$ cat config.mk
export PLATFORM = sky130hd
export DESIGN_NAME = chd_cordic_stage
export DESIGN_NICKNAME = d
export VERILOG_FILES = /design/src/chd_pkg.sv /design/src/chd_cordic_stage.sv
export SDC_FILE = /design/constraint.sdc
export NUM_CORES = 1
export LEC_CHECK = 0
export BUFFER_PORTS_ARGS = -buffer_cell sky130_fd_sc_hd__buf_2
export CAP_MARGIN = 20
export CORE_UTILIZATION = 30
export CTS_BUF_LIST = sky130_fd_sc_hd__clkbuf_4
export DETAILED_ROUTE_END_ITERATION = 10
export PLACE_DENSITY = 0.51
export SLEW_MARGIN = 20
export SYNTH_ARGS = -nofsm -noshare
export SYNTH_HDL_FRONTEND = slang
export SYNTH_SLANG_ARGS = --single-unit
$ cat constraint.sdc
create_clock -name clk -period 1.27 [get_ports clk]
set_input_delay 0.1905 -clock clk [delete_from_list [all_inputs] [get_ports clk]]
set_output_delay 0.1905 -clock clk [all_outputs]
set_load 0.005 [all_outputs]
$ cat src/chd_pkg.sv
// shared types, constants and arctangent table for the compass heading pipeline
package chd_pkg;

    // internal vector width: scaled samples stay below 2^57 through every stage
    localparam int VEC_W         = 59;
    localparam int ANGLE_W       = 32;
    localparam int CENTI_W       = 16;
    localparam int PROD_W        = ANGLE_W + CENTI_W;
    localparam int SUM_W         = CENTI_W + 2;
    localparam int SCALE_POINT   = 56;
    localparam int ATAN_ENTRIES  = 24;
    // one stage for pre-rotation, three for conversion and declination
    localparam int PRE_LATENCY   = 1;
    localparam int POST_LATENCY  = 3;

    typedef logic signed [VEC_W-1:0]   vec_t;
    typedef logic [ANGLE_W-1:0]        angle_t;
    typedef logic [CENTI_W-1:0]        centideg_t;
    typedef logic signed [CENTI_W-1:0] decl_t;
    typedef logic [PROD_W-1:0]         prod_t;
    typedef logic signed [SUM_W-1:0]   sum_t;

    localparam centideg_t FULL_CENTIDEG = 16'd36000;
    localparam centideg_t HALF_CENTIDEG = 16'd18000;
    localparam angle_t    HALF_TURN     = 32'h8000_0000;
    localparam prod_t     ROUND_HALF    = 48'h0000_8000_0000;

    // control that travels with each item
    typedef struct packed {
        logic valid;
        logic special;  // y zero: heading fixed, cordic result ignored
        logic half;     // y zero and x negative
    } ctl_t;

    // atan(2^-idx) in units of 2^-32 turn, rounded to nearest
    function automatic angle_t atan_turns(input int unsigned idx);
        angle_t a;
        case (idx)
            0:       a = 32'h2000_0000;
            1:       a = 32'h12E4_051E;
            2:       a = 32'h09FB_385B;
            3:       a = 32'h0511_11D4;
            4:       a = 32'h028B_0D43;
            5:       a = 32'h0145_D7E1;
            6:       a = 32'h00A2_F61E;
            7:       a = 32'h0051_7C55;
            8:       a = 32'h0028_BE53;
            9:       a = 32'h0014_5F2F;
            10:      a = 32'h000A_2F98;
            11:      a = 32'h0005_17CC;
            12:      a = 32'h0002_8BE6;
            13:      a = 32'h0001_45F3;
            14:      a = 32'h0000_A2FA;
            15:      a = 32'h0000_517D;
            16:      a = 32'h0000_28BE;
            17:      a = 32'h0000_145F;
            18:      a = 32'h0000_0A30;
            19:      a = 32'h0000_0518;
            20:      a = 32'h0000_028C;
            21:      a = 32'h0000_0146;
            22:      a = 32'h0000_00A3;
            23:      a = 32'h0000_0051;
            default: a = '0;
        endcase
        return a;
    endfunction

endpackage

$ cat src/chd_cordic_stage.sv
// one registered cordic vectoring micro-rotation
module chd_cordic_stage #(
    parameter int IDX = 0
) (
    input  logic            clk,
    input  logic            rst_n,
    input  chd_pkg::ctl_t   ctl_in,
    input  chd_pkg::vec_t   x_in,
    input  chd_pkg::vec_t   y_in,
    input  chd_pkg::angle_t z_in,
    output chd_pkg::ctl_t   ctl_out,
    output chd_pkg::vec_t   x_out,
    output chd_pkg::vec_t   y_out,
    output chd_pkg::angle_t z_out
);
    import chd_pkg::*;

    localparam angle_t ATAN = atan_turns(IDX);

    ctl_t   ctl_reg;
    vec_t   x_reg, x_next;
    vec_t   y_reg, y_next;
    angle_t z_reg, z_next;
    vec_t   xs;
    vec_t   ys;

    always_comb
    begin
        // arithmetic shift rounds toward minus infinity
        xs = x_in >>> IDX;
        ys = y_in >>> IDX;
        if (!y_in[VEC_W-1])
        begin
            x_next = x_in + ys;
            y_next = y_in - xs;
            z_next = z_in + ATAN;
        end
        else
        begin
            x_next = x_in - ys;
            y_next = y_in + xs;
            z_next = z_in - ATAN;
        end
    end

    always_ff @(posedge clk or negedge rst_n)
    begin
        if (!rst_n)
        begin
            ctl_reg <= '0;
        end
        else
        begin
            ctl_reg <= ctl_in;
        end
    end

    always_ff @(posedge clk)
    begin
        x_reg <= x_next;
        y_reg <= y_next;
        z_reg <= z_next;
    end

    assign ctl_out = ctl_reg;
    assign x_out   = x_reg;
    assign y_out   = y_reg;
    assign z_out   = z_reg;

endmodule

==> results.md <==
* Routed WL per cell at 20.5 um
* Fraction of layout cells with a size suffix above 1 at 0.545
* CP Data Arrival Time at 2940 ps
* Initial DRC Count at ~1200
* Crit path buffers/inverters at 2
* Vias at ~20000
* FMAX at approximately 440 MHz
* Synth top cells by count: 279 x a21oi_1, 186 x inv_1, 174 x ha_1
* Routability cong. at around 1
* XOR/XNOR share of the synthesized area at 0.0656
* Status: finished, violations left
* Synth cell types at 91
* TritonRoute pass-1 iters at 5
* Worst path most repeated cell: nand2b_4
* PwrDens at between 800 and 900 nW/um2
* Clock sinks at about 150
* Post-synthesis area per instance at 7.44 um2
* Clock slew at reported path FFs at approximately 160 ps
* Vias/cell at around 5.1
* Die area at between 40000 and 50000 um2
* Combinational family with the most area after synthesis: compound AO/OA/AOI/OAI gates
* Required @ worst endpoint at about 1900 ps
* Peak supply drop at between 0.6 and 0.7 mV
* Cell Area, Synth at 14500 um2
* Port Buf Inserts at roughly 300
* Fin cells at between 3000 and 4000
* Internal power at between 10 and 15 mW
* Crit-path slowest cell: or4_4
* Fraction of registers with async set/reset at 0.0197
* Post-synthesis compound-gate area fraction at 0.318
* Max_slew headroom at 0.550
* Violations in the final reports: setup timing
* CP Launch Type: input port
* Mux cell area share after synthesis at 0.0139
* Rows at 80
* Simple-Gate Fraction of Synth Area at 0.160
* Slew Limit Fails at 0
* Filler instances at approximately 4400
* Setup_tns at -93040 ps
* Switch Pwr at 9.83 mW
* Family with the most delay on the worst path: compound AO/OA/AOI/OAI gates
* MaxCap Viol Count at 0
* First-pass GRT wire length at around 120 mm
* Synth warn at 0
* Minimum clock period at 2260 ps
* GRT overflow at 0
* DP Cell Count at about 3600
* Critical Path Fanout Max at 4
* Largest cells by area after synthesis: dfxtp_1 21%, ha_1 15%, a21oi_1 9.6%
* CP max stage delay at roughly 560 ps
* Comb pwr share at 0.588
* Synthesized Nets at 2289
* IO Pins at ~310
* Net Sw Frac at 0.402
* Setup WS post-layout at -994 ps
* Design Area, Final at 28500 um2
* Initial Util at 0.305
* H-tree levels at 4
* DRC viols at 0
* Mapped Cells at slightly below 2000
* Initial antenna violation count at 6
* Synth Area in Adders at 0.155
* Worst Tran Pin Value at 670 ps
* Final wirelength at ~80 mm
* EDFF count, synth at 0
* Finish-stage setup viols at 255
* Pin count of the biggest net entering global routing at 77
* Gr usage total at 0.310
* Die Wd at 222 um
* Yosys top cell by area: dfxtp_1
* CTS buffer count at 17
* Post-Place Cell Area at 23200 um2
* Reg power frac at 0.256
* Prevailing post-synth register cell: dfxtp_1
* Bufs on Longest Clock Path at 2
* Number of global-route vias before repair at 20200
* Root Driver: clkbuf_4
* RSZ-0062 raised after global routing: true
* Fin crit share at 1.78
* WS Path Type: input port to flop
* Worst path cell trace: buf_8 > ha_4 > or4_4 > nand2b_4 > o22ai_4 > o211ai_1 > o211ai_2 > a311oi_4 > nand2b_4 > o41ai_4 > buf_4 > a21oi_2 > xnor2_1
* Multi-input logic area at ~13000 um2
* Crit. End Element: flop
* Antenna Nets Post-Route at 0
* Layout Nets at roughly 3500
* FF+latch area at 3160 um2
* Seq/Total Area, Yosys at 0.210
* Clk pwr share at 0.156
* TritonCTS clock tree: yes
* Die height at around 220 um
* Number of synthesized register bits at ~150
* Leakage at 13.2 nW
* Post-synth top area share at 0.205
* Area Overhead vs Synth at 96.2%
* Worst hold path type: input port to flop
* Core Area at approximately 48000 um2
* Placed wire-length estimate at between 60 and 70 mm
* Most common cell in the synthesized netlist: a21oi_1
* Hold Fails Final Rpt at 0
[cells by family (layout without fill, tap and decap cells)]
kind of cell / count (synthesis) / in the layout
AOI/OAI and AO/OA: 736 / 736
xor gates and xnor gates: 109 / 109
adders and majority gates: 178 / 178
buffers and inverters: 285 / 1539
DFF: 152 / 152
muxes: 20 / 20
other: 0 / 3
and+or+nand+nor: 476 / 476
[power groups by stage]
stage               registers, mW  logic, mW  clock network [mW]
floorplan                    6.21       4.84                   0
global placement             6.20       11.4                   0
detailed placement           6.20       11.4                   0
CTS                          6.20       13.5                3.97
global route                 6.34       15.2                4.13
finish                       6.26       14.4                3.81
[metrics by stage]
step / utilization / hold WS, ps / worst slack (ps) / power, mW
after floorplan: - / -105 / -1250 / 11.1
after global placement: 0.486 / -14.8 / -2350 / 17.6
after detailed placement: 0.486 / -10.5 / -2300 / 17.6
after CTS: 0.575 / 0.0180 / -857 / 23.7
after global routing: 0.598 / 34.8 / -988 / 25.7
final: 0.598 / 84.1 / -994 / 24.4
[cells in the final DEF, fill, tap and decap left out, types with 12 or more instances in the layout]
cell,count
buf_4,800
buf_2,254
a21oi_1,195
inv_1,159
ha_1,135
nor2_1,124
dlygate4sd3_1,118
buf_6,117
nand2_1,88
xnor2_1,83
dfxtp_1,79
o21ai_0,77
a21oi_2,68
dfxtp_2,66
o21bai_1,59
nand4_1,42
ha_4,34
o21ai_2,31
a21o_1,30
o21ai_4,28
o21ai_1,26
nor3_1,23
xnor2_2,22
nand3_1,22
a21oi_4,21
o211ai_1,19
o21a_1,17
clkbuf_4,17
o31ai_1,16
buf_12,16
inv_2,15
nor4_1,15
nand2_2,14
nand2b_1,14
nor2_4,13
nor2b_1,12
[worst paths after layout]
check	endpoint	startpoint	slack [ps]	depth (start not counted)
max in group asynchronous	ctl_out[0]$_DFF_PN0_	rst_n	830	3
setup / recovery	y_out[57]$_DFF_P_	y_in[7]	-990	13
min in group asynchronous	ctl_out[2]$_DFF_PN0_	rst_n	300	3
hold / removal	z_out[16]$_DFF_P_	z_in[16]	80	2
[sequential cells by signal, summed over array words and instances (netlist names)]
| register | flops |
|---|---|
| x_out | 59 |
| ctl_out | 3 |
| z_out | 32 |
| y_out | 58 |
[area by class of cell]
cell class / count / share of cell area
multi-input combinational: 1519 / 0.464
clock buffer: 17 / 0.00447
clock inverter: 15 / 0.00706
inverter: 193 / 0.0281
sequential: 152 / 0.111
tap: 615 / 0.0270
antenna: 3 / 0.000263
timing repair buffer: 1314 / 0.358
[timing repair]
action	CTS	global route
hold buffers	118	0
setup buffers	65	36
resized for setup	520	221
pin swaps	192	156
endpoints found under the setup margin	255	258
cloned	0	0
hold endpoints to repair	105	0
[metal layers]
metal / GRT usage / wire [um] / vias to the layer above
met5: 0 / 53 / -
met4: 0.112 / 2540 / 8
met3: 0.0529 / 4180 / 126
met2: 0.536 / 37900 / 608
met1: 0.384 / 33800 / 9501
li1: - / - / 9428
Power figures use the tool's default switching activity.
