[src/chd_pkg.sv]
// shared types, constants and arctangent table for the compass heading pipeline
package chd_pkg;

    // internal vector width: scaled samples stay below 2^57 through every stage
    localparam int VEC_W         = 59;
    localparam int ANGLE_W       = 32;
    localparam int CENTI_W       = 16;
    localparam int PROD_W        = ANGLE_W + CENTI_W;
    localparam int SUM_W         = CENTI_W + 2;
    localparam int SCALE_POINT   = 56;
    localparam int ATAN_ENTRIES  = 24;
    // one stage for pre-rotation, three for conversion and declination
    localparam int PRE_LATENCY   = 1;
    localparam int POST_LATENCY  = 3;

    typedef logic signed [VEC_W-1:0]   vec_t;
    typedef logic [ANGLE_W-1:0]        angle_t;
    typedef logic [CENTI_W-1:0]        centideg_t;
    typedef logic signed [CENTI_W-1:0] decl_t;
    typedef logic [PROD_W-1:0]         prod_t;
    typedef logic signed [SUM_W-1:0]   sum_t;

    localparam centideg_t FULL_CENTIDEG = 16'd36000;
    localparam centideg_t HALF_CENTIDEG = 16'd18000;
    localparam angle_t    HALF_TURN     = 32'h8000_0000;
    localparam prod_t     ROUND_HALF    = 48'h0000_8000_0000;

    // control that travels with each item
    typedef struct packed {
        logic valid;
        logic special;  // y zero: heading fixed, cordic result ignored
        logic half;     // y zero and x negative
    } ctl_t;

    // atan(2^-idx) in units of 2^-32 turn, rounded to nearest
    function automatic angle_t atan_turns(input int unsigned idx);
        angle_t a;
        case (idx)
            0:       a = 32'h2000_0000;
            1:       a = 32'h12E4_051E;
            2:       a = 32'h09FB_385B;
            3:       a = 32'h0511_11D4;
            4:       a = 32'h028B_0D43;
            5:       a = 32'h0145_D7E1;
            6:       a = 32'h00A2_F61E;
            7:       a = 32'h0051_7C55;
            8:       a = 32'h0028_BE53;
            9:       a = 32'h0014_5F2F;
            10:      a = 32'h000A_2F98;
            11:      a = 32'h0005_17CC;
            12:      a = 32'h0002_8BE6;
            13:      a = 32'h0001_45F3;
            14:      a = 32'h0000_A2FA;
            15:      a = 32'h0000_517D;
            16:      a = 32'h0000_28BE;
            17:      a = 32'h0000_145F;
            18:      a = 32'h0000_0A30;
            19:      a = 32'h0000_0518;
            20:      a = 32'h0000_028C;
            21:      a = 32'h0000_0146;
            22:      a = 32'h0000_00A3;
            23:      a = 32'h0000_0051;
            default: a = '0;
        endcase
        return a;
    endfunction

endpackage

[src/chd_prerotate.sv]
// input stage: sample scaling, half-plane fold and y-zero detection
module chd_prerotate #(
    parameter int SAMPLE_BITS = 16
) (
    input  logic                          clk,
    input  logic                          rst_n,
    input  logic                          in_valid,
    input  logic signed [SAMPLE_BITS-1:0] mag_x,
    input  logic signed [SAMPLE_BITS-1:0] mag_y,
    output chd_pkg::ctl_t                 ctl_out,
    output chd_pkg::vec_t                 x_out,
    output chd_pkg::vec_t                 y_out,
    output chd_pkg::angle_t               z_out
);
    import chd_pkg::*;

    localparam int SCALE_SH = SCALE_POINT - SAMPLE_BITS;

    ctl_t   ctl_reg, ctl_next;
    vec_t   x_reg, x_next;
    vec_t   y_reg, y_next;
    angle_t z_reg, z_next;
    vec_t   x_sc;
    vec_t   y_sc;
    logic   x_neg;
    logic   y_zero;

    always_comb
    begin
        x_sc   = vec_t'(mag_x) <<< SCALE_SH;
        y_sc   = vec_t'(mag_y) <<< SCALE_SH;
        x_neg  = mag_x[SAMPLE_BITS-1];
        y_zero = (mag_y == '0);

        ctl_next.valid   = in_valid;
        ctl_next.special = y_zero;
        ctl_next.half    = y_zero & x_neg;

        // fold left half plane onto the right by a half turn
        if (x_neg)
        begin
            x_next = -x_sc;
            y_next = -y_sc;
            z_next = HALF_TURN;
        end
        else
        begin
            x_next = x_sc;
            y_next = y_sc;
            z_next = '0;
        end
    end

    always_ff @(posedge clk or negedge rst_n)
    begin
        if (!rst_n)
        begin
            ctl_reg <= '0;
        end
        else
        begin
            ctl_reg <= ctl_next;
        end
    end

    always_ff @(posedge clk)
    begin
        x_reg <= x_next;
        y_reg <= y_next;
        z_reg <= z_next;
    end

    assign ctl_out = ctl_reg;
    assign x_out   = x_reg;
    assign y_out   = y_reg;
    assign z_out   = z_reg;

endmodule

[config.mk]
export PLATFORM = sky130hd
export DESIGN_NAME = chd_prerotate
export DESIGN_NICKNAME = d
export VERILOG_FILES = /design/src/chd_pkg.sv /design/src/chd_prerotate.sv
export SDC_FILE = /design/constraint.sdc
export NUM_CORES = 1
export LEC_CHECK = 0
export ABC_AREA = 1
export ABC_CLOCK_PERIOD_IN_PS = 800
export BUFFER_PORTS_ARGS = -buffer_cell sky130_fd_sc_hd__buf_2
export CAP_MARGIN = 20
export CORE_AREA = 2 2 81 83
export CTS_CLUSTER_SIZE = 40
export DETAILED_ROUTE_END_ITERATION = 8
export DIE_AREA = 0 0 83 85
export PLACE_DENSITY_LB_ADDON = 0.1
export SYNTH_ARGS = -nofsm -noshare
export SYNTH_HDL_FRONTEND = slang
export SYNTH_SLANG_ARGS = --single-unit
[constraint.sdc]
create_clock -name clk -period 0.8 [get_ports clk]
set_input_delay 0.16 -clock clk [delete_from_list [all_inputs] [get_ports clk]]
set_output_delay 0.16 -clock clk [all_outputs]
set_load 0.02 [all_outputs]
==> results of run 1 <==
[cells by family after synthesis]
group	after synthesis	synth area share (%)
AOI/OAI and AO/OA	10	2.01
xor gates and xnor gates	14	4.59
adders and majority gates	2	0.937
buffers and inverters	146	36.6
DFF	42	32.1
other	1	0.140
and+or+nand+nor	126	23.7
[cell type report]
| cell class | count | area (um2) |
|---|---|---|
| clock buffer | 6 | 82.6 |
| fill | 570 | 2590 |
| inverter | 31 | 161 |
| timing repair buffer | 116 | 1010 |
| clock inverter | 2 | 12.5 |
| multi-input combinational | 266 | 1350 |
| sequential | 42 | 905 |
| tap | 77 | 96.3 |
[cell usage in the layout, fill, tap and decap left out, types with 2 or more instances in the layout]
cell           Yosys  layout
a21oi_1            2       2
buf_12             0       2
buf_2              1      30
buf_4            114      34
buf_6              0      45
buf_8              0       2
clkbuf_8           0       6
conb_1             1     114
dfrtp_1            3       3
dfxtp_2            0      39
dlygate4sd3_1      0       3
ha_4               0       2
inv_1             19      17
inv_16             0       2
inv_2             12       9
nand2_1           62      58
nand2_2            5       8
nand2_4            2       3
nand3_1           19      17
nand3_2            4       4
nand3_4            1       3
nand3b_1           4       4
nor2_1            15      13
nor2_2             8       8
nor2_4             4       6
o21ai_0            3       3
o21ai_1            4       4
xor2_1            14      14
[per-stage QoR]
stage,setup TNS (ps),utilization [%]
after floorplan,-1020,-
after global placement,-8450,50.2
after detailed placement,-8770,50.2
after CTS,-4670,57.6
after global routing,-5630,58.3
final,-4160,58.3
[power by group]
group	total, mW	internal, mW	switching [mW]
clock	1.42	0.694	0.726
sequential	2.38	2.30	0.0783
combinational	1.81	0.685	1.12
[state kept, by name, summed over array words and instances (netlist names)]
signal	flops
y_out	19
ctl_out	3
x_out	19
z_out	1
[per-layer routing]
| layer | routed length [um] | part of all wire (%) |
|---|---|---|
| met5 | 0 | 0 |
| met4 | 104 | 2.1 |
| met3 | 384 | 7.9 |
| met2 | 2500 | 52 |
| met1 | 1860 | 38 |
[worst max path at each step]
stage / from / end / cells past startpoint
after detailed placement: mag_y[1] / y_out[52] / 10
after CTS: ctl_out[0] / ctl_out[0] / 1
final: ctl_out[2] / ctl_out[2] / 1
after global routing: ctl_out[1] / ctl_out[1] / 1
after global placement: mag_y[1] / y_out[58] / 10
after floorplan: mag_y[1] / y_out[56] / 9
[what timing repair did]
action | in CTS | in global routing
buffers inserted | 1 | 0
cloned | 0 | 0
endpoints found under the setup margin | 49 | 53
pin swaps | 5 | 7
gates resized for setup | 130 | 12
hold endpoints to repair | 4 | 1
hold buffers | 2 | 1
==> metrics, run 1 <==
status complete, but fails checks; slowest CP cell dfrtp_1; asr flop ratio synth 7.14%; Cell variety after synth 25; GRT met3 Usage under 10%; htree depth 2; leakage around 2.0 nW; TritonCTS clock tree yes; Antenna Nets Post-Route 0; worst-path cell chain buf_6; Largest delay share family, worst path flip-flops; vias post-DR about 2100; dpl cell area between 3000 and 4000 um2; CP required 640 ps; crit start category flip-flop; drt via density about 3.8; initial antenna violation count 0; RSZ-0062 raised after global routing yes; GP Congestion 0.826; # port buffers 76; Worst Hold Path EP x_out[55]; Mapped Cells about 340; syn avg cell area 7.83 um2; final worst-path cycle share 120%; CP Max Fanout 1; Worst Hold Launch mag_x[14]; max-slew violations 0; layout cells sized above 1 45.1%; crit path buf inv count 1; WP data arrival about 800 ps; Peak VDD IR 0.777 mV; violated checks setup timing; root buf cell clkbuf_8; top-area cell type share of the netlist area roughly a third; Layout Cells excl Fill 540; WL/cell 8.98 um; top-count cell post-synth buf_4; Peak Freq 1.04 GHz; Boundary Pins 188; Clock Sinks 42; CP peak stage delay roughly 380 ps; most area-consuming cells after synthesis buf_4 32%, dfxtp_1 29%, nand2_1 8.7%; Critical Path Sink Type output port; ANT cells 0; ys flop type dfxtp_1; min Tclk post-route just under 1000 ps; Hold Vio Cnt, Final 0; Total Routing Usage GR a little over an eighth; clock slew at reported path FFs about 80 ps; Place WS -395 ps; final wirelength between 4 and 5 mm; die width roughly 83 um; Num CTS Buffers 5; Synth Cell Area 2670 um2; top post-synthesis cells by count 114 x buf_4, 62 x nand2_1, 39 x dfxtp_1; Post-synth EDFFs 0; DIE AREA between 7000 and 8000 um2; initial detailed-routing violation count 27; routing usage on met2 around a quarter; sequential area share after synthesis about 32%; crit path kind flip-flop to output port; Hold WC Path Type primary input to flip-flop; Syn. warnings 0; DRC viols 0; vias in the first global route roughly 1800; GR Util met1 15.2%; final worst slack -160 ps; final setup fails 46; Hold Path Cell Cnt 2; die height 85 um; synthesis-to-finish area growth 35.5%; MaxCap Viol Count 0; dpl cells between 500 and 600; largest net degree at the start of global routing 22; Synth Register Bits 42; hold_ws ~43 ps; post-route cell area ~3600 um2; Yosys top cell by area buf_4; GR peak layer met2; gr ovfl total 0; HPWL after DPL 3.93 mm; Starting Density 43.0%; total power approximately 5.6 mW; Pwr per Cell Area about 1600 nW/um2; core region area 6200 um2; deepest clock path buffer count 2; first-pass GRT wire length roughly 7.7 mm; drt pass-1 iters 6; std cell rows 29; final net count about 500
Power figures use the tool's default switching activity.
==> run 2, diff against run 1 <==
- HOLD_SLACK_MARGIN: default -> 0.06
- SLEW_MARGIN: default -> 30
==> run 2 against run 1 <==
  * The flow still finishes with violations (setup timing)
  * Critical path depth did not move
  * Die area did not move
  * Clock-buffer cell count did not move
  * First-iteration DRC count fell by 26%
  * Critical endpoint unchanged
==> metrics, run 2 (synthesis gave the netlist of run 1 again) <==
DIE AREA between 7000 and 8000 um2; max-slew violations 0; MaxCap Viol Count 0; Peak Freq approximately 1.0 GHz; Antenna Nets Post-Route 0; Place WS -395 ps; std cell rows 29; total power 5.62 mW; drt pass-1 iters 4; vias in the first global route ~1800; violated checks setup timing; die height ~85 um; CP peak stage delay ~380 ps; TritonCTS clock tree yes; RSZ-0062 raised after global routing yes; core region area between 6000 and 7000 um2; commonest non-fill, non-tap cell in the layout conb_1; status complete, but fails checks; worst-path cell chain buf_6; crit path buf inv count 1; area of the multi-input gates approximately 1400 um2; Clock Sinks between 40 and 50; Layout fillers between 500 and 600; initial antenna violation count 0; synthesis-to-finish area growth 35.9%; GP Congestion just over 0.8; htree depth 2; slowest CP cell dfrtp_1; gr ovfl total 0; Num CTS Buffers 5; final worst slack -160 ps; WL/cell ~9.0 um; vias post-DR just over 2000; final worst-path cycle share 120%; min Tclk post-route roughly 960 ps; root buf cell clkbuf_8; largest net degree at the start of global routing 22; Largest delay share family, worst path flip-flops; DRC viols 0; clock slew at reported path FFs ~80 ps; CP required approximately 640 ps; ANT cells 0; most frequent cells in the layout 114 x conb_1, 58 x nand2_1, 45 x buf_6; final wirelength approximately 4.9 mm; sequential cell area 905 um2; CP Max Fanout 1; crit path kind flip-flop to output port; deepest clock path buffer count 2; crit start category flip-flop; layout cells sized above 1 45.1%; Boundary Pins 188; HPWL after DPL a little under 4 mm; die width a little over 80 um; # port buffers 76; Starting Density 43.0%; final setup fails 46; Hold Vio Cnt, Final 0; final net count 499; Post-Route Utilization between 50% and 60%; Critical Path Sink Type output port; Pwr per Cell Area 1550 nW/um2; Peak VDD IR a little under 0.8 mV; Hold WC Path Type primary input to flip-flop; WP data arrival about 800 ps; drt via density between 3 and 4; Total Routing Usage GR 13.3%; leakage between 1.5 and 2 nW; first-pass GRT wire length about 7.7 mm; initial detailed-routing violation count 20
[run 2: where the power goes]
| part | total, mW | internal (mW) | switching (mW) |
|---|---|---|---|
| Combinational | 1.81 | 0.687 | 1.12 |
| Sequential | 2.38 | 2.30 | 0.0777 |
| Clock | 1.42 | 0.694 | 0.730 |
| Total | 5.62 | 3.68 | 1.93 |
[run 2: final timing paths]
path / cells past startpoint / to / startpoint
setup / recovery: 1 / ctl_out[2] / ctl_out[2]
hold / removal: 2 / y_out[40] / mag_y[0]
max in group asynchronous: 2 / ctl_out[1] / rst_n
min in group asynchronous: 2 / ctl_out[0] / rst_n
[run 2: per-stage QoR]
step	TNS, ps	area [um2]	instances	hold slack (ps)
6_report	-4170	3630	540	76.7
2_1_floorplan	-1020	3200	454	-136
3_5_place_dp	-8770	3120	528	-42.4
4_1_cts	-4670	3590	541	71.1
5_1_grt	-5630	3630	540	66.7
3_3_place_gp	-8450	3120	528	-44.6
[run 2: final cells by class]
class / instances / share of cell area [%]
tap: 77 / 2.66
sequential: 42 / 24.9
inverter: 31 / 4.45
multi-input combinational: 266 / 37.3
clock buffer: 6 / 2.28
clock inverter: 2 / 0.345
timing repair buffer: 116 / 28.0
[run 2: metal layers]
layer | GRT usage [%] | part of all wire, % | vias to the layer above
met1 | 15.3 | 39 | 902
met2 | 23.8 | 51 | 105
li1 | - | - | 1046
met4 | 5.81 | 2.1 | 0
met3 | 2.72 | 7.9 | 8
met5 | 0 | 0 | -
[run 2: timing repair]
action,CTS,global route
endpoints found under the hold margin,6,0
buffers inserted,1,0
pin swaps,5,7
setup endpoints to repair,49,54
cloned,0,0
gates resized for setup,130,13
hold buffers,4,0
==> run 3, diff against run 2 <==
- ABC_AREA: 1 -> default
- CORE_AREA: 2 2 81 83 -> 2 2 79 81
- DIE_AREA: 0 0 83 85 -> 0 0 81 83
==> run 3 against run 2 <==
  * Setup slack got worse by 250 ps
  * Critical path type is now primary input to flip-flop
  * Die area fell by 4.7%
  * Clock-buffer cell count rose by 1
  * Clock power barely moved
  * Routed wire length rose by 7.1%
  * The flow still finishes with violations (setup timing)
  * Sequential share of layout area fell by 1.0 points
  * Worst hold slack improved by 11 ps
  * Combinational power rose by 11%
  * First-iteration DRC count rose by 20%
  * Total power rose by 3.7%
==> metrics, run 3 <==
status complete, but fails checks; violated checks setup timing; DRC viols 0; Hold WC Path Type primary input to flip-flop; Antenna Nets Post-Route 0; gr ovfl total 0; Total Routing Usage GR 13.8%; WL/cell around 11 um; ANT cells 0; std cell rows 28; vias post-DR around 1800; Post-Route M1 WL between 2 and 2.5 mm; Syn. warnings 0; Pwr per Cell Area 1540 nW/um2; Num CTS Buffers 5; Synth Cell Area approximately 2500 um2; top-area cell type share of the netlist area between 30 and 40%; Layout fillers between 400 and 500; first-pass GRT wire length roughly 7.4 mm; die height about 83 um; leakage between 1.5 and 2 nW; CP Max Fanout 2; core region area between 5000 and 6000 um2; drt via density between 3 and 4; dpl cell area around 3000 um2; Clock Sinks 42; final wirelength about 5.2 mm; sequential cell area 905 um2; RSZ-0062 raised after global routing yes; sequential area share after synthesis approximately a third; final net count 422; initial antenna violation count 0; Critical path destination y_out[55]; Boundary Pins around 190; Mapped Cells ~260; final worst-path cycle share 151%; asr flop ratio synth between 7 and 8%; largest net degree at the start of global routing 18; top post-synthesis cells by count 111 x buf_4, 39 x dfxtp_1, 22 x xnor2_1; DR top layer met4; clock slew at reported path FFs 70 ps; deepest clock path buffer count 2; top-count cell post-synth buf_4; synthesis-to-finish area growth 52.5%; final worst slack -409 ps; crit start category primary input; WP data arrival 1420 ps; Layout Cells excl Fill 461; min Tclk post-route between 1000 and 1500 ps; syn avg cell area ~9.6 um2; CP Launch Point mag_y[8]; initial detailed-routing violation count 24; Place WS -724 ps; Synth Register Bits 42; dpl cells roughly 440; Peak VDD IR ~0.74 mV; vias in the first global route approximately 1600; drt pass-1 iters 4; Post-synth EDFFs 0; commonest non-fill, non-tap cell in the layout conb_1; CP required 1010 ps; DIE AREA 6720 um2; area of the multi-input gates 1490 um2; final setup fails between 60 and 70; most area-consuming cells after synthesis buf_4 34%, dfxtp_1 31%, xnor2_1 7.8%; layout cells sized above 1 between 50% and 60%; max-slew violations 0; die width just over 80 um; met3 WL between 400 and 500 um; post-route cell area 3780 um2; MaxCap Viol Count 0; Critical Path Sink Type flip-flop; # port buffers 76; Yosys top cell by area buf_4; TritonCTS clock tree yes; htree depth 2; met2 routed WL around 2.7 mm; GP Congestion 0.715; ys flop type dfxtp_1; root buf cell clkbuf_8; Hold Vio Cnt, Final 0; Starting Density between 40% and 50%; Peak Freq slightly above 0.8 GHz; Post-Route Utilization between 60% and 70%; hold_ws slightly below 90 ps; HPWL after DPL 3.83 mm; crit path kind primary input to flip-flop; most frequent cells in the layout 114 x conb_1, 60 x buf_6, 39 x dfxtp_2; Cell variety after synth 34
[run 3: cell count changes after synthesis, sizes merged, moves of 4 or more]
cell / delta
o31ai: +7
nor4: +5
nand3b: -4
xnor2: +22
inv: -25
or4: +4
nand3: -24
or3: +4
nand2: -62
xor2: -10
o41ai: +8
nor2: -25
[run 3: critical path, stage by stage]
cell and delay (ps):
buf_6 100, or4_4 570, o41ai_4 440, xnor2_1 150
[run 3: cells by family after synthesis]
kind of cell / Yosys count / share of synthesized area [%]
buffers and inverters: 124 / 36.0
flip-flops: 42 / 34.5
AND/OR/NAND/NOR: 35 / 8.63
AO/OA/AOI/OAI: 29 / 10.5
XOR/XNOR: 26 / 9.18
adder cells (fa/ha/maj): 2 / 1.01
other: 1 / 0.151
[run 3: what timing repair did]
action,CTS,global route
hold buffers,4,0
hold endpoints to repair,6,0
buffers inserted,4,4
resized for setup,147,27
pin swaps,20,16
setup endpoints to repair,69,69
cloned,0,0
[run 3: where the power goes]
group	switching [mW]	leakage, nW	internal, mW	total, mW
logic	1.18	1.39	0.826	2.01
clock network	0.704	0.0482	0.697	1.40
registers	0.0925	0.369	2.32	2.41
total	1.98	1.81	3.84	5.82
[run 3: how the worst min path moves through the flow]
stage	endpoint	cells past startpoint	slack (ps)	from
after floorplan	ctl_out[0]	0	-140	rst_n
after global placement	ctl_out[0]	1	-40	rst_n
after detailed placement	ctl_out[0]	1	-40	rst_n
after CTS	y_out[54]	2	70	mag_y[14]
after global routing	y_out[40]	2	80	mag_y[0]
final	y_out[54]	2	90	mag_y[14]
[run 3: stage by stage]
stage	power (mW)	TNS [ps]
floorplan	3.87	-10380
global placement	3.97	-16810
detailed placement	3.98	-17080
CTS	5.79	-11100
global route	6.11	-12520
finish	5.82	-10570
[run 3: routing by layer]
| layer | up-vias | global-route usage [%] |
|---|---|---|
| met5 | - | 0 |
| met4 | 0 | 4.16 |
| met3 | 5 | 1.85 |
| met2 | 107 | 24.3 |
| met1 | 837 | 17.1 |
| li1 | 891 | - |
[run 3: area by class of cell]
type                            instances  area share (%)
Timing Repair Buffer                  124            30.4
Clock inverter                          1           0.132
Inverter                                6            1.32
Tap cell                               75            2.48
Clock buffer                            7            2.28
Multi-Input combinational cell        206            39.4
Sequential cell                        42            23.9
