[src/chd_pkg.sv]
// shared types, constants and arctangent table for the compass heading pipeline
package chd_pkg;

    // internal vector width: scaled samples stay below 2^57 through every stage
    localparam int VEC_W         = 59;
    localparam int ANGLE_W       = 32;
    localparam int CENTI_W       = 16;
    localparam int PROD_W        = ANGLE_W + CENTI_W;
    localparam int SUM_W         = CENTI_W + 2;
    localparam int SCALE_POINT   = 56;
    localparam int ATAN_ENTRIES  = 24;
    // one stage for pre-rotation, three for conversion and declination
    localparam int PRE_LATENCY   = 1;
    localparam int POST_LATENCY  = 3;

    typedef logic signed [VEC_W-1:0]   vec_t;
    typedef logic [ANGLE_W-1:0]        angle_t;
    typedef logic [CENTI_W-1:0]        centideg_t;
    typedef logic signed [CENTI_W-1:0] decl_t;
    typedef logic [PROD_W-1:0]         prod_t;
    typedef logic signed [SUM_W-1:0]   sum_t;

    localparam centideg_t FULL_CENTIDEG = 16'd36000;
    localparam centideg_t HALF_CENTIDEG = 16'd18000;
    localparam angle_t    HALF_TURN     = 32'h8000_0000;
    localparam prod_t     ROUND_HALF    = 48'h0000_8000_0000;

    // control that travels with each item
    typedef struct packed {
        logic valid;
        logic special;  // y zero: heading fixed, cordic result ignored
        logic half;     // y zero and x negative
    } ctl_t;

    // atan(2^-idx) in units of 2^-32 turn, rounded to nearest
    function automatic angle_t atan_turns(input int unsigned idx);
        angle_t a;
        case (idx)
            0:       a = 32'h2000_0000;
            1:       a = 32'h12E4_051E;
            2:       a = 32'h09FB_385B;
            3:       a = 32'h0511_11D4;
            4:       a = 32'h028B_0D43;
            5:       a = 32'h0145_D7E1;
            6:       a = 32'h00A2_F61E;
            7:       a = 32'h0051_7C55;
            8:       a = 32'h0028_BE53;
            9:       a = 32'h0014_5F2F;
            10:      a = 32'h000A_2F98;
            11:      a = 32'h0005_17CC;
            12:      a = 32'h0002_8BE6;
            13:      a = 32'h0001_45F3;
            14:      a = 32'h0000_A2FA;
            15:      a = 32'h0000_517D;
            16:      a = 32'h0000_28BE;
            17:      a = 32'h0000_145F;
            18:      a = 32'h0000_0A30;
            19:      a = 32'h0000_0518;
            20:      a = 32'h0000_028C;
            21:      a = 32'h0000_0146;
            22:      a = 32'h0000_00A3;
            23:      a = 32'h0000_0051;
            default: a = '0;
        endcase
        return a;
    endfunction

endpackage

[src/chd_convert.sv]
// angle to centidegrees, declination add and single wrap, three stages
module chd_convert (
    input  logic               clk,
    input  logic               rst_n,
    input  chd_pkg::ctl_t      ctl_in,
    input  chd_pkg::angle_t    z_in,
    input  chd_pkg::decl_t     decl,
    output logic               out_valid,
    output chd_pkg::centideg_t heading
);
    import chd_pkg::*;

    // stage a: multiply
    ctl_t      ctl_a_reg;
    prod_t     prod_reg, prod_next;
    // stage b: round and special select
    ctl_t      ctl_b_reg;
    centideg_t base_reg, base_next;
    prod_t     rounded;
    // stage c: declination and wrap
    logic      valid_c_reg;
    centideg_t heading_reg, heading_next;
    sum_t      h_sum;
    sum_t      h_wrap;

    always_comb
    begin
        prod_next = prod_t'(z_in) * prod_t'(FULL_CENTIDEG);
    end

    always_comb
    begin
        rounded = prod_reg + ROUND_HALF;
        if (ctl_a_reg.special)
        begin
            base_next = ctl_a_reg.half ? HALF_CENTIDEG : '0;
        end
        else
        begin
            base_next = rounded[PROD_W-1 -: CENTI_W];
        end
    end

    always_comb
    begin
        h_sum = $signed({2'b00, base_reg}) + sum_t'(decl);
        if (h_sum < 0)
        begin
            h_wrap = h_sum + $signed({2'b00, FULL_CENTIDEG});
        end
        else if (h_sum > $signed({2'b00, FULL_CENTIDEG}))
        begin
            h_wrap = h_sum - $signed({2'b00, FULL_CENTIDEG});
        end
        else
        begin
            h_wrap = h_sum;
        end
        heading_next = h_wrap[CENTI_W-1:0];
    end

    always_ff @(posedge clk or negedge rst_n)
    begin
        if (!rst_n)
        begin
            ctl_a_reg   <= '0;
            ctl_b_reg   <= '0;
            valid_c_reg <= 1'b0;
        end
        else
        begin
            ctl_a_reg   <= ctl_in;
            ctl_b_reg   <= ctl_a_reg;
            valid_c_reg <= ctl_b_reg.valid;
        end
    end

    always_ff @(posedge clk)
    begin
        prod_reg    <= prod_next;
        base_reg    <= base_next;
        heading_reg <= heading_next;
    end

    assign out_valid = valid_c_reg;
    assign heading   = heading_reg;

endmodule

[config.mk]
export PLATFORM = sky130hd
export DESIGN_NAME = chd_convert
export DESIGN_NICKNAME = d
export VERILOG_FILES = /design/src/chd_pkg.sv /design/src/chd_convert.sv
export SDC_FILE = /design/constraint.sdc
export NUM_CORES = 1
export LEC_CHECK = 0
export BUFFER_PORTS_ARGS = -buffer_cell sky130_fd_sc_hd__buf_2
export CAP_MARGIN = 0
export CORE_MARGIN = 2
export CORE_UTILIZATION = 29
export DETAILED_ROUTE_END_ITERATION = 7
export GPL_ROUTABILITY_DRIVEN = 0
export MAX_ROUTING_LAYER = met4
export PLACE_DENSITY_LB_ADDON = 0.3
export SLEW_MARGIN = 5
export SYNTH_ARGS = -nofsm -noshare
export SYNTH_HDL_FRONTEND = slang
export SYNTH_SLANG_ARGS = --single-unit
[constraint.sdc]
create_clock -name clk -period 3.7 [get_ports clk]
set_input_delay 0.37 -clock clk [delete_from_list [all_inputs] [get_ports clk]]
set_output_delay 0.37 -clock clk [all_outputs]
set_load 0.01 [all_outputs]
==> results.ini, run 1 <==
[outcome]
status = complete, but fails checks
violations = negative setup slack

[final_layout]
area_growth_pct = 28.8
fill_cells = 2773
fin_nets = 1365
largest_reg_flops = 17
postLayoutCoreUtil_pct = 38.1
antenna_cells = 0
layout-drive-gt1-share_pct = 28.0

[drt]
detail_route.iter0.violations = 154
post_drt_wl_per_cell_um = 12.8
vias = 6361
first_pass_iters = 4
postRouteAntennaNets = 0
drt_wl_total_mm = 18.1
route.detailed.drc = 0
avgViaCountPerCell = 4.50

[clock_network]
cts_buffers = 5
root_buffer = clkbuf_16
clk_latency_ns = 0.30
cts.clk_slew.worst_paths_ns = 0.08
cts.htree.levels = 2
clock_path_buffers = 2
cts_tree = done
clkSinkCount = 54

[synth]
ys.flop_type = dfxtp_1
synthDistinctLibCells = 80
synth_nets = 1185
synth_edf_count = 0
ys_seq_area_share_pct = 13.4
synth_seq_cells = 54
syn_inst = 856
ys.warnings.count = 0
async_reset_ff_share_pct = 9.26
avgSynthCellArea_um2 = 9.63
netlist_area_um2 = 8240

[global_route]
grt_start_max_net_pins = 20
use_met1_pct = 16.8
grt_pass1_vias = 6543
grt_pass1_wl_mm = 30.8
grt.busiest_layer = met2
grt_util_all_layers_pct = 12.6
grt_overflow_total = 0
gr-usage-met3_pct = 1.12
use_met2_pct = 21.1
grt_antenna_before_repair = 0

[timing]
max_slew_margin_pct = 47.8
hold_violations = 0
timing.final.crit_share_pct = 116
worst_slack_ns = -0.584
clock_skew_ns = 0.0130
rsz0062_at_grt = true
max_freq_ghz = 0.233
final_max_slew_viol_count = 0
min_period_ns = 4.28
setup_viol = 17
worst_slew_pin_slew_ns = 0.779

[die]
die_w_um = 173
initial_core_util_pct = 29.6
fp.dieH_um = 173
coreArea_um2 = 27900
rows = 61
fp.dieArea_um2 = 29800
pin_count = 70

[hold_path]
hold_path.class = primary input to flop

[power_and_ir_drop]
power.density_nw_per_um2 = 644
ir_worst_vdd_mv = 0.272
p_total_uw = 6840
power_leakage_uw = 0.00526

[worst_setup_path]
path_max_fanout = 4
cp_data_arrival_time_ns = 4.47
cp.required_ns = 3.89
end_kind = flop
crit_type = primary input to flop
cp-start-kind = primary input

[place]
place_ws_ns = -1.05
io_buffers = 69
dp_hpwl_mm = 16.0

[job]
max-cap-violations = 0

-- layout make-up --
class / count / area [um2] / area share [%]
Clock inverter: 3 / 28.8 / 0.271
Sequential cell: 54 / 1110 / 10.4
Multi-Input combinational cell: 632 / 7010 / 66.0
Inverter: 159 / 597 / 5.62
Clock buffer: 5 / 125 / 1.18
Tap cell: 378 / 473 / 4.45
Timing Repair Buffer: 184 / 1280 / 12.1
-- worst max-delay path, cell delays in order --
cell     delay (ns)
buf_8          0.11
ha_4           0.24
ha_4           0.25
inv_2          0.03
fa_1           0.47
inv_1          0.05
fa_1           0.46
fa_1           0.54
ha_4           0.21
a21o_1         0.18
a21oi_2        0.11
o22ai_1        0.07
o31a_1         0.27
o21a_4         0.25
a21o_1         0.20
a21o_1         0.20
a21o_1         0.18
a311o_1        0.27
-- final timing paths --
path,from,endpoint,slack [ns],cells past startpoint
setup / recovery,z_in[5],prod_reg[36],-0.58,18
hold / removal,ctl_in[1],ctl_a_reg[1],0.19,1
setup reg to reg,base_reg[0],heading[8],0.23,12
hold reg to reg,ctl_a_reg[2],ctl_b_reg[2],0.35,0
max in group asynchronous,rst_n,ctl_a_reg[2],3.13,2
min in group asynchronous,rst_n,ctl_a_reg[0],0.43,2
-- power breakdown --
part / internal, uW / leakage [uW] / total (uW) / switching, uW
registers: 853 / 0.000470 / 974 / 120
clock network: 260 / 0.0000763 / 496 / 236
logic: 2640 / 0.00471 / 5370 / 2730
total: 3750 / 0.00526 / 6840 / 3090
-- routing by layer --
metal  routed length [um]  share of wire [%]  vias to the layer above
met2                 8410                 46                      103
met4                  221                1.2                        0
met1                 9010                 50                     2946
met3                  474                2.6                       12
li1                     -                  -                     3300
met5                    0                  0                        -
-- through the flow --
| step | hold WS, ns | area, um2 | cells | setup TNS (ns) |
|---|---|---|---|---|
| finish | 0.190 | 10600 | 1415 | -7.10 |
| global route | 0.181 | 10600 | 1415 | -9.37 |
| CTS | 0.198 | 10400 | 1413 | -7.93 |
| global placement | 0.199 | 10000 | 1399 | -14.61 |
| floorplan | 0.0744 | 8460 | 856 | -6.74 |
| detailed placement | 0.197 | 10000 | 1399 | -15.00 |
-- layout by cell type, fill, tap and decap left out, types with 6 or more instances in the layout --
master,netlist,routed
a211oi_1,9,6
a21o_1,18,18
a21oi_1,29,25
buf_2,3,60
buf_4,0,109
buf_6,3,11
dfxtp_1,49,49
fa_1,81,76
ha_1,195,161
ha_4,0,32
inv_1,159,155
nand2_1,21,21
nand2b_1,7,7
nand3_1,14,14
nor2_1,56,54
nor2b_1,8,8
nor3_1,20,19
o21a_1,7,6
o21ai_0,23,17
or3_1,8,8
xnor2_1,17,17
xor2_1,16,16
-- timing repair --
action | 4_1_cts | 5_1_grt
hold buffers | 1 | 0
gates resized for setup | 32 | 35
endpoints found under the setup margin | 17 | 17
buffers inserted | 5 | 2
endpoints found under the hold margin | 5 | 0
pin swaps | 30 | 39
-- synthesized netlist by cell type (4+ instances only) --
cell / count / area [um2]
a211oi_1: 9 / 67.6
a21o_1: 18 / 135
a21oi_1: 29 / 145
a31oi_1: 5 / 31.3
and2_1: 5 / 31.3
and3_1: 6 / 37.5
clkbuf_1: 5 / 18.8
dfrtp_1: 5 / 125
dfxtp_1: 49 / 981
fa_1: 81 / 1620
ha_1: 195 / 2440
inv_1: 159 / 597
nand2_1: 21 / 78.8
nand2b_1: 7 / 43.8
nand3_1: 14 / 70.1
nand4_1: 5 / 31.3
nor2_1: 56 / 210
nor2b_1: 8 / 50.1
nor3_1: 20 / 100
o211ai_1: 5 / 37.5
o21a_1: 7 / 52.6
o21ai_0: 23 / 115
o22ai_1: 4 / 25.0
or3_1: 8 / 50.1
xnor2_1: 17 / 149
xor2_1: 16 / 140
-- cells by family (layout without fill, tap and decap cells) --
family                   Yosys count  count (layout)  share of synthesized area [%]
AND/OR/NAND/NOR                  172             172                           11.2
XOR/XNOR                          35              35                           4.04
adder cells (fa/ha/maj)          276             276                           49.3
AO/OA/AOI/OAI                    145             145                           13.5
multiplexers                       4               4                          0.516
flip-flops                        54              54                           13.4
buffers and inverters            170             351                           8.06
(Power assumes the default switching activity.)
==> run 2, diff against run 1 <==
GPL_TIMING_DRIVEN = 0   (was not set)
==> run 2 against run 1 <==
  * The flow still finishes with violations (negative setup slack)
  * Register-to-register slack lost 0.02 ns
  * Power shrank 4.3%
  * Sequential cell count did not move
  * Wire length fell by 1.3%
  * Critical path type unchanged
  * Hold slack worse by 0.017 ns
  * First-iteration DRC count grew 26%
  * Final area fell by 4.7%
  * Setup slack got worse by 0.080 ns
  * Non-clock buffer count shrank 87
  * Count of clock-buffer cells in the layout did not move
  * Core utilization fell by 1.8 points
  * Clock skew shrank 0.0056 ns
==> results.ini, run 2 (synthesis gave the netlist of run 1 again) <==
[power_and_ir_drop]
power_leakage_uw = 0.00486
power.density_nw_per_um2 = 647
ir_worst_vdd_mv = 0.254

[hold_path]
hold_end = ctl_a_reg[1]
min_from = ctl_in[1]
hold_depth = 1
hold_path.class = primary input to flop

[drt]
avgViaCountPerCell = 4.67
drt_wl_total_mm = 17.9
post_drt_wl_per_cell_um = 13.5
first_pass_iters = 5
detail_route.iter0.violations = 194
route.detailed.drc = 0
postRouteAntennaNets = 0
vias = 6199

[worst_setup_path]
critPathMaxStageDelay_ns = 0.53
cp_data_arrival_time_ns = 4.55
critPathSlowestCell = fa_1
crit_path_frequent_cell = a21o_1
ff2ff_path_depth = 12
worst-path-buf-inv = 3
cp.required_ns = 3.89
end_kind = flop
reg2reg_from = base_reg[0]
crit_family = adder cells
cp-startpoint = z_in[5]
crit_type = primary input to flop
r2r_slack_ns = 0.21
reg2reg_to = heading[8]
cp-start-kind = primary input
path_cells = buf_12 > ha_4 > ha_4 > inv_2 > fa_1 > inv_2 > fa_1 > fa_1 > ha_4 > a21o_1 > a21oi_2 > o22ai_2 > o31a_1 > o21a_4 > a21o_1 > a21o_1 > a21o_1 > a311o_1
path_max_fanout = 4

[global_route]
grt_util_all_layers_pct = 12.4
grt_overflow_total = 0
grt_pass1_vias = 6289
grt_antenna_before_repair = 0
grt_start_max_net_pins = 20
grt_pass1_wl_mm = 29.9

[place]
place_inst = 1303
io_buffers = 69
dp_hpwl_mm = 15.0

[final_layout]
fin_cells = 1328
fin_nets = 1278
final_common_cell = ha_1
final_cell_mix = ha_1 (158), inv_1 (153), fa_1 (76)
area_growth_pct = 22.8
layout-drive-gt1-share_pct = 21.7
antenna_cells = 0
largest_reg_flops = 17

[clock_network]
clock_path_buffers = 2
cts.clk_slew.worst_paths_ns = 0.08
clkSinkCount = 54
clk_latency_ns = 0.30
cts.htree.levels = 2
cts_tree = done
cts_buffers = 5
root_buffer = clkbuf_16

[die]
fp.dieH_um = 173
coreArea_um2 = 27900
rows = 61
die_w_um = 173
fp.dieArea_um2 = 29800
pin_count = 70
initial_core_util_pct = 29.6

[timing]
rsz0062_at_grt = true
max_freq_ghz = 0.229
worst_slew_pin_slew_ns = 0.588
worst_slack_ns = -0.664
max_slew_margin_pct = 59.8
clock_skew_ns = 0.00749
final_max_slew_viol_count = 0
setup_tns_ns = -8.36
timing.final.crit_share_pct = 118
min_period_ns = 4.36
setup_viol = 17
hold_violations = 0

[outcome]
violations = negative setup slack
status = complete, but fails checks

[job]
max-cap-violations = 0

[run 2: layout make-up]
class	count	area, um2
timing repair buffer	86	604
clock inverter	3	26.3
sequential	54	1110
clock buffer	5	125
multi-input combinational	632	7120
tap	378	473
buffer	11	67.6
inverter	159	597
fill	2781	17700
[run 2: per-stage QoR]
stage | setup WS, ns | total power (uW) | util [%] | hold slack (ns) | area, um2
floorplan | -0.627 | 4400 | - | 0.0744 | 8460
global route | -0.782 | 7310 | 36.3 | 0.165 | 10100
CTS | -0.629 | 6270 | 35.7 | 0.169 | 9950
global placement | -1.13 | 5340 | 33.3 | 0.200 | 9270
detailed placement | -1.17 | 5370 | 33.3 | 0.201 | 9270
finish | -0.664 | 6550 | 36.3 | 0.173 | 10100
[run 2: worst max path at each step]
stage	to	depth (start not counted)
after floorplan	prod_reg[36]	17
after detailed placement	prod_reg[39]	18
after CTS	prod_reg[40]	18
final	prod_reg[36]	18
after global placement	prod_reg[39]	17
after global routing	prod_reg[36]	18
[run 2: per-layer routing]
metal	vias up	wire, um	GRT usage, %
li1	3125	-	-
met1	2944	8690	16.1
met2	110	8330	21.1
met3	20	507	1.12
met4	0	357	2.81
met5	-	0	-
[run 2: repair_timing]
item | 4_1_cts | 5_1_grt
hold buffers | 1 | 0
resized for setup | 72 | 24
endpoints found under the hold margin | 5 | 0
endpoints found under the setup margin | 17 | 19
pin swaps | 43 | 25
buffers inserted | 15 | 2
[run 2: power breakdown]
part           total, uW  switching [uW]  leakage [uW]  internal, uW
clock                483             225     0.0000748           257
sequential           972             119      0.000470           854
combinational       5090            2750       0.00431          2340
==> run 3, diff against run 2 <==
TNS_END_PERCENT = 30   (was not set)
==> run 3 against run 2 <==
  * The flow still finishes with violations (negative setup slack)
  * Sequential cell count is the same
  * Combinational power shrank 3%
  * Power shrank 2.1%
  * Wire length grew 1.4%
  * Hold slack is essentially flat
  * Final cell count shrank 0.23%
  * Largest power group unchanged
==> results.ini, run 3 (synthesis gave the netlist of run 1 again) <==
[global_route]
grt_pass1_vias = 6290
grt_pass1_wl_mm = 30.4
grt_antenna_before_repair = 0
grt_start_max_net_pins = 20
grt_overflow_total = 0
grt_util_all_layers_pct = 12.7

[timing]
worst_slew_pin_slew_ns = 0.577
hold_violations = 0
rsz0062_at_grt = true
max_slew_margin_pct = 61.3
setup_tns_ns = -7.99
final_max_slew_viol_count = 0
worst_slack_ns = -0.649
clock_skew_ns = 0.00425
min_period_ns = 4.35
timing.final.crit_share_pct = 118
max_freq_ghz = 0.230
setup_viol = 17

[final_layout]
fill_cells = 2799
antenna_cells = 0
fin_nets = 1275
multi_input_area_um2 = 7090
area_growth_pct = 21.7
final_common_cell = ha_1
largest_reg_flops = 17
regArea_um2 = 1110
final_cell_mix = ha_1 (155), inv_1 (152), fa_1 (77)
fin_cells = 1325
layout-drive-gt1-share_pct = 21.6

[power_and_ir_drop]
power.density_nw_per_um2 = 639
power_leakage_uw = 0.00482
ir_worst_vdd_mv = 0.238

[outcome]
violations = negative setup slack
status = complete, but fails checks

[clock_network]
cts.htree.levels = 2
clk_latency_ns = 0.30
cts.clk_slew.worst_paths_ns = 0.08
root_buffer = clkbuf_16
clock_path_buffers = 2
clkSinkCount = 54
cts_buffers = 5
cts_tree = done

[die]
fp.dieArea_um2 = 29800
die_w_um = 173
rows = 61
initial_core_util_pct = 29.6
pin_count = 70
fp.dieH_um = 173
coreArea_um2 = 27900

[worst_setup_path]
crit_type = primary input to flop
r2r_slack_ns = 0.20
ff2ff_path_depth = 12
path_max_fanout = 5
reg2reg_from = base_reg[0]
end_kind = flop
critPathSlowestCell = fa_1
cp.required_ns = 3.92
cp-start-kind = primary input
cp_data_arrival_time_ns = 4.57
reg2reg_to = heading[8]
critPathMaxStageDelay_ns = 0.48
path_cells = buf_4 > ha_1 > ha_4 > fa_2 > fa_1 > inv_1 > fa_1 > inv_1 > ha_4 > nand4_1 > nor3_2 > o31a_1 > o21a_2 > a31oi_4 > a21boi_2 > or4_1 > o211ai_1

[drt]
drt_wl_total_mm = 18.1
detail_route.iter0.violations = 231
postRouteAntennaNets = 0
avgViaCountPerCell = 4.67
first_pass_iters = 4
route.detailed.drc = 0
post_drt_wl_per_cell_um = 13.7
vias = 6182

[job]
max-cap-violations = 0

[place]
dp_hpwl_mm = 15.2
io_buffers = 69
place_inst = 1303

[hold_path]
min_from = ctl_in[2]
hold_path.class = primary input to flop
hold_end = ctl_a_reg[2]
hold_depth = 1

==> run 3: layer usage <==
metal  global-route usage, %  vias to the layer above  part of all wire, %
met5                       -                        -                    0
met4                    2.24                        0                  1.2
met3                    1.06                       16                  2.2
met2                    22.1                       90                   48
met1                    16.2                     2950                   49
li1                        -                     3126                    -
==> run 3: power by group <==
group          total (uW)  internal (uW)  switching (uW)
Combinational        4940           2240            2710
Clock                 495            259             237
Sequential            970            853             116
Total                6410           3350            3060
==> run 3: timing repair <==
item | CTS | global route
hold buffers | 1 | 0
pin swaps | 27 | 21
setup endpoints to repair | 17 | 18
gates resized for setup | 55 | 33
buffers inserted | 8 | 5
hold endpoints to repair | 5 | 0
==> run 3: stage by stage <==
stage               cell area (um2)  power, uW  utilization, %  setup WS, ns  hold slack (ns)
global placement               9270       5330            33.3         -1.11            0.187
global route                  10000       7150            36.0        -0.806            0.166
detailed placement             9270       5370            33.3         -1.17            0.190
finish                        10000       6410            36.0        -0.649            0.173
CTS                            9780       6130            35.1        -0.697            0.169
floorplan                      8450       4390               -        -0.627           0.0744
==> run 3: worst max-delay path by stage <==
stage	start	endpoint	slack, ns	depth (start not counted)
floorplan	z_in[5]	prod_reg[36]	-0.63	17
global placement	z_in[13]	prod_reg[39]	-1.11	18
detailed placement	z_in[5]	prod_reg[39]	-1.17	18
CTS	z_in[5]	prod_reg[40]	-0.70	18
global route	z_in[7]	prod_reg[42]	-0.81	19
finish	z_in[7]	prod_reg[40]	-0.65	17
==> run 3: worst max-delay path: cells and delay by family <==
| family | cells | cell delay [ns] |
|---|---|---|
| buffers and inverters | 3 | 0.27 |
| AOI/OAI and AO/OA | 5 | 1.03 |
| and+or+nand+nor | 3 | 0.68 |
| adders and majority gates | 6 | 2.21 |
==> run 3: final cells by class <==
class	instances	share of cell area, %
repair buffers	83	5.44
clock buffers	5	1.25
clock inverters	3	0.287
well taps	378	4.71
plain buffers	11	0.673
inverters	159	5.95
flip-flops and latches	54	11.0
multi-input cells	632	70.7
